File: src/rtl/fhm_pkg.sv
`default_nettype none
package fhm_pkg;
  localparam int unsigned FlowsDef     = 256;
  localparam int unsigned MaxBinsDef   = 32;
  localparam int unsigned CountBitsDef = 8;
  localparam int unsigned UsPerMs      = 1000;

  localparam logic [1:0] RegQuantShift   = 2'd0;
  localparam logic [1:0] RegSizeBins     = 2'd1;
  localparam logic [1:0] RegGapBins      = 2'd2;
  localparam logic [1:0] RegMarkerPkts   = 2'd3;

  localparam logic HistLength = 1'b0;
  localparam logic HistGap    = 1'b1;

  typedef struct packed {
    logic [7:0]  slot;
    logic [15:0] len;
    logic [31:0] ts;
  } fhm_req_t;
endpackage
`default_nettype wire

File: src/rtl/fhm_front.sv
`default_nettype none
// Input stage and request queue: accepts packets, holds them in a small FIFO.
module fhm_front
  import fhm_pkg::*;
(
  input  wire logic     clk_i,
  input  wire logic     rst_ni,
  input  wire logic     in_valid_i,
  output logic          in_ready_o,
  input  wire fhm_req_t in_req_i,
  output logic          q_valid_o,
  input  wire logic     q_ready_i,
  output fhm_req_t      q_req_o
);
  fhm_req_t    mem_q [2];
  logic [1:0]  cnt_q, cnt_d;
  logic        wp_q, rp_q;
  logic        push, pop;

  assign in_ready_o = (cnt_q != 2'd2);
  assign q_valid_o  = (cnt_q != 2'd0);
  assign q_req_o    = mem_q[rp_q];
  assign push = in_valid_i && in_ready_o;
  assign pop  = q_valid_o && q_ready_i;

  always_comb begin
    cnt_d = cnt_q;
    if (push && !pop) cnt_d = cnt_q + 2'd1;
    else if (pop && !push) cnt_d = cnt_q - 2'd1;
  end

  always_ff @(posedge clk_i or negedge rst_ni) begin
    if (!rst_ni) begin
      cnt_q <= '0;
      wp_q  <= 1'b0;
      rp_q  <= 1'b0;
    end else begin
      cnt_q <= cnt_d;
      if (push) wp_q <= ~wp_q;
      if (pop)  rp_q <= ~rp_q;
    end
  end

  always_ff @(posedge clk_i) begin
    if (push) mem_q[wp_q] <= in_req_i;
  end
endmodule
`default_nettype wire

File: config.mk
export PLATFORM = sky130hd
export DESIGN_NAME = fhm_front
export DESIGN_NICKNAME = d
export VERILOG_FILES = /design/src/rtl/fhm_pkg.sv /design/src/rtl/fhm_front.sv
export SDC_FILE = /design/constraint.sdc
export NUM_CORES = 1
export LEC_CHECK = 0
export BUFFER_PORTS_ARGS = -buffer_cell sky130_fd_sc_hd__buf_2
export CORE_MARGIN = 2
export CORE_UTILIZATION = 25
export CTS_CLUSTER_SIZE = 8
export DETAILED_ROUTE_END_ITERATION = 8
export PLACE_DENSITY = 0.46
export SYNTH_ARGS = -nofsm -noshare
export SYNTH_HDL_FRONTEND = slang
export SYNTH_SLANG_ARGS = --single-unit
File: constraint.sdc
create_clock -name clk_i -period 9.4 [get_ports clk_i]
set_clock_uncertainty 0.1 [all_clocks]
set_input_delay 0.47 -clock clk_i [delete_from_list [all_inputs] [get_ports clk_i]]
set_output_delay 0.47 -clock clk_i [all_outputs]
set_load 0.05 [all_outputs]
==> flow_summary_export.csv <==
group,metric,value,unit
hold_path,whs_path_depth,1,
clock_tree,htree_num_levels,4,
synthesis,ys_ff_latch,116,
setup_path,required,8.83,ns
detailed_routing,vias,2194,
die,rows,48,
detailed_routing,dr.pass1.iters,4,
synthesis,yosys_warnings,0,
placement,dp_hpwl,4750,um
detailed_routing,wl_per_cell,14.1,um
die,die_y,136,um
sta,setup_viol,0,
detailed_routing,drc,0,
synthesis,synth-edff-count,112,
setup_path,cp_slowest_stage_delay,1.05,ns
sta,min_period,2.72,ns
layout,finalNonFillerCells,563,
placement,io_buffer_count,117,
setup_path,end_kind,"primary output",
setup_path,worstPathArrival,2.15,ns
global_routing,antenna_found_initial,0,
detailed_routing,vias_per_cell,3.90,
power_and_ir_drop,power.leakage,2.23,nW
setup_path,reg2reg_to,"mem_q[1][32]",
synthesis,synth_cell_type_count,15,
sta,final_max_slew_viol_count,0,
layout,antenna_cells,0,
placement,place_ws,7.06,ns
hold_path,holdPathEnd,"mem_q[0][2]",
clock_tree,cts_tree,"done",
sta,rsz0062_at_grt,"false",
placement,dp.cells,530,
die,die_w,136,um
setup_path,r2r_slack,7.17,ns
global_routing,grt_max_degree,58,
status,outcome,"finished, final reports clean",
setup_path,cp-start-kind,"flop",
sta,hold_viol_final,0,
layout,drive_gt1_frac,0.607,
synthesis,async_flop_share,0.0345,
synthesis,ys_top_cells_by_count,"edfxtp_1, mux2_4, mux2_2",
setup_path,r2r-start,"cnt_q[0]",
setup_path,crit_chain,"mux2_2, buf_2",
global_routing,gr-total-overflow,0,
setup_path,path_max_fanout,57,
clock_tree,cts_setup_buffers,0,
detailed_routing,ant_nets,0,
setup_path,reg2regPathDepth,3,
layout,area_growth,32.7,%
layout,nFillCells,1725,
clock_tree,clock-sinks,116,
power_and_ir_drop,totalPowerFinal,0.00224,W
setup_path,crit_type,"flop to primary output",
power_and_ir_drop,ir_worst_vdd,0.000150,V
global_routing,grt_pass1_vias,2389,
die,die_area,18500,um^2
clock_tree,cts-root-buf,"clkbuf_16",
sta,fin_ws,6.68,ns
clock_tree,path_clk_slew,0.05,ns
clock_tree,insertion_delay,0.40,ns
synthesis,synth_cells,192,
global_routing,track_usage,0.0914,
clock_tree,clockBufferDepth,2,
setup_path,crit_family,"flip-flops",
hold_path,min_from,"in_req_i[2]",
flow_run,maxCapViolations,0,
die,fp.coreArea,17200,um^2
layout,num-nets-final,386,
synthesis,synthFlopType,"edfxtp_1",
sta,max_freq,368,MHz
sta,timing_worst_slew_pin_value,0.987,ns
die,ioPinCount,118,
synthesis,synth.avg_cell_area,22.7,um^2
synthesis,syn_area,4360,um^2
sta,relSlewSlack,0.342,
sta,fin_tns_setup,0,ns
synthesis,yosysTopAreaCell,"edfxtp_1",
setup_path,cpMaxStageDelayCell,"dfrtp_4",
detailed_routing,drt_first_iter_violations,57,
sta,period_share,0.289,
global_routing,grt_first_pass_wirelength,12400,um
placement,gp_congestion,0.666,
synthesis,synth_top_area_share,0.772,
hold_path,min_path_type,"input port to flop",
detailed_routing,wirelength,7930,um
synthesis,seq_area_frac_synth,0.795,
power_and_ir_drop,p_per_area,387,nW/um^2
setup_path,crit_buf_inv,1,
synthesis,synth_top_cells_by_area,"edfxtp_1, mux2_4, mux2_2, dfrtp_1, buf_6",
synthesis,yosysMostFrequentCell,"edfxtp_1",
die,start_util,0.254,
synthesis,syn-num-nets,253,
clock_tree,cts_buffers,17,
worst max path at each step:
stage | from | to | cells past startpoint
3_5_place_dp | cnt_q[0] | mem_q[1][46] | 3
6_report | rp_q | q_req_o[47] | 2
4_1_cts | rp_q | q_req_o[53] | 2
3_3_place_gp | cnt_q[0] | mem_q[1][30] | 3
5_1_grt | rp_q | q_req_o[53] | 2
2_1_floorplan | cnt_q[0] | mem_q[0][0] | 3
state kept, by name (all words and copies together), names as in the netlist:
name	flops
cnt_q	2
wp_q	1
mem_q	112
rp_q	1
per-layer routing:
metal  global-route usage  vias to the layer above  routed length (um)
li1                     -                     1025                   -
met1                0.105                     1084                3440
met2                0.147                       74                3860
met3               0.0362                       11                 487
met4               0.0486                        0                 136
met5                    0                        -                   0
cells in the final DEF, fill, tap and decap left out:
master,n
buf_2,117
edfxtp_1,112
mux2_4,30
mux2_2,26
clkbuf_16,17
clkinv_1,4
clkinv_2,4
xnor2_1,3
bufinv_16,3
dfrtp_1,3
nand2_1,2
xor2_1,2
clkbuf_1,2
clkinvlp_4,2
buf_4,2
nand2b_1,1
inv_1,1
or2_2,1
and3_2,1
nor2_4,1
nor2_1,1
ha_1,1
dlygate4sd3_1,1
dfrtp_4,1
kinds of logic (layout without fill, tap and decap cells):
| group | Yosys count | in the layout | synth area share |
|---|---|---|---|
| xor+xnor | 5 | 5 | 0.0101 |
| fa+ha+maj | 1 | 1 | 0.00287 |
| buf+inv | 7 | 153 | 0.0135 |
| flops | 116 | 116 | 0.795 |
| mux | 56 | 56 | 0.171 |
| simple gates | 7 | 7 | 0.00776 |
where the power goes:
group          internal (W)  switching (W)  leakage [nW]
clock              0.000410       0.000214         0.276
sequential         0.000710      0.0000893          1.09
combinational      0.000257       0.000557         0.872
layout make-up:
class	count	area, um^2	area share
well taps	225	282	0.0487
clock inverters	13	140	0.0243
inverters	1	3.75	0.000650
repair buffers	120	611	0.106
clock buffers	19	433	0.0749
multi-input cells	69	842	0.146
flip-flops and latches	116	3470	0.600
metrics by stage:
| stage | util | area (um^2) | hold slack (ns) |
|---|---|---|---|
| floorplan | - | 4360 | 0.0744 |
| global placement | 0.302 | 5190 | 0.188 |
| detailed placement | 0.302 | 5190 | 0.187 |
| CTS | 0.336 | 5780 | 0.125 |
| global route | 0.336 | 5780 | 0.130 |
| finish | 0.336 | 5780 | 0.149 |
what timing repair did:
item,4_1_cts,5_1_grt
gates resized for setup,0,0
hold buffers,1,0
endpoints found under the hold margin,4,0
(Power assumes the default switching activity.)
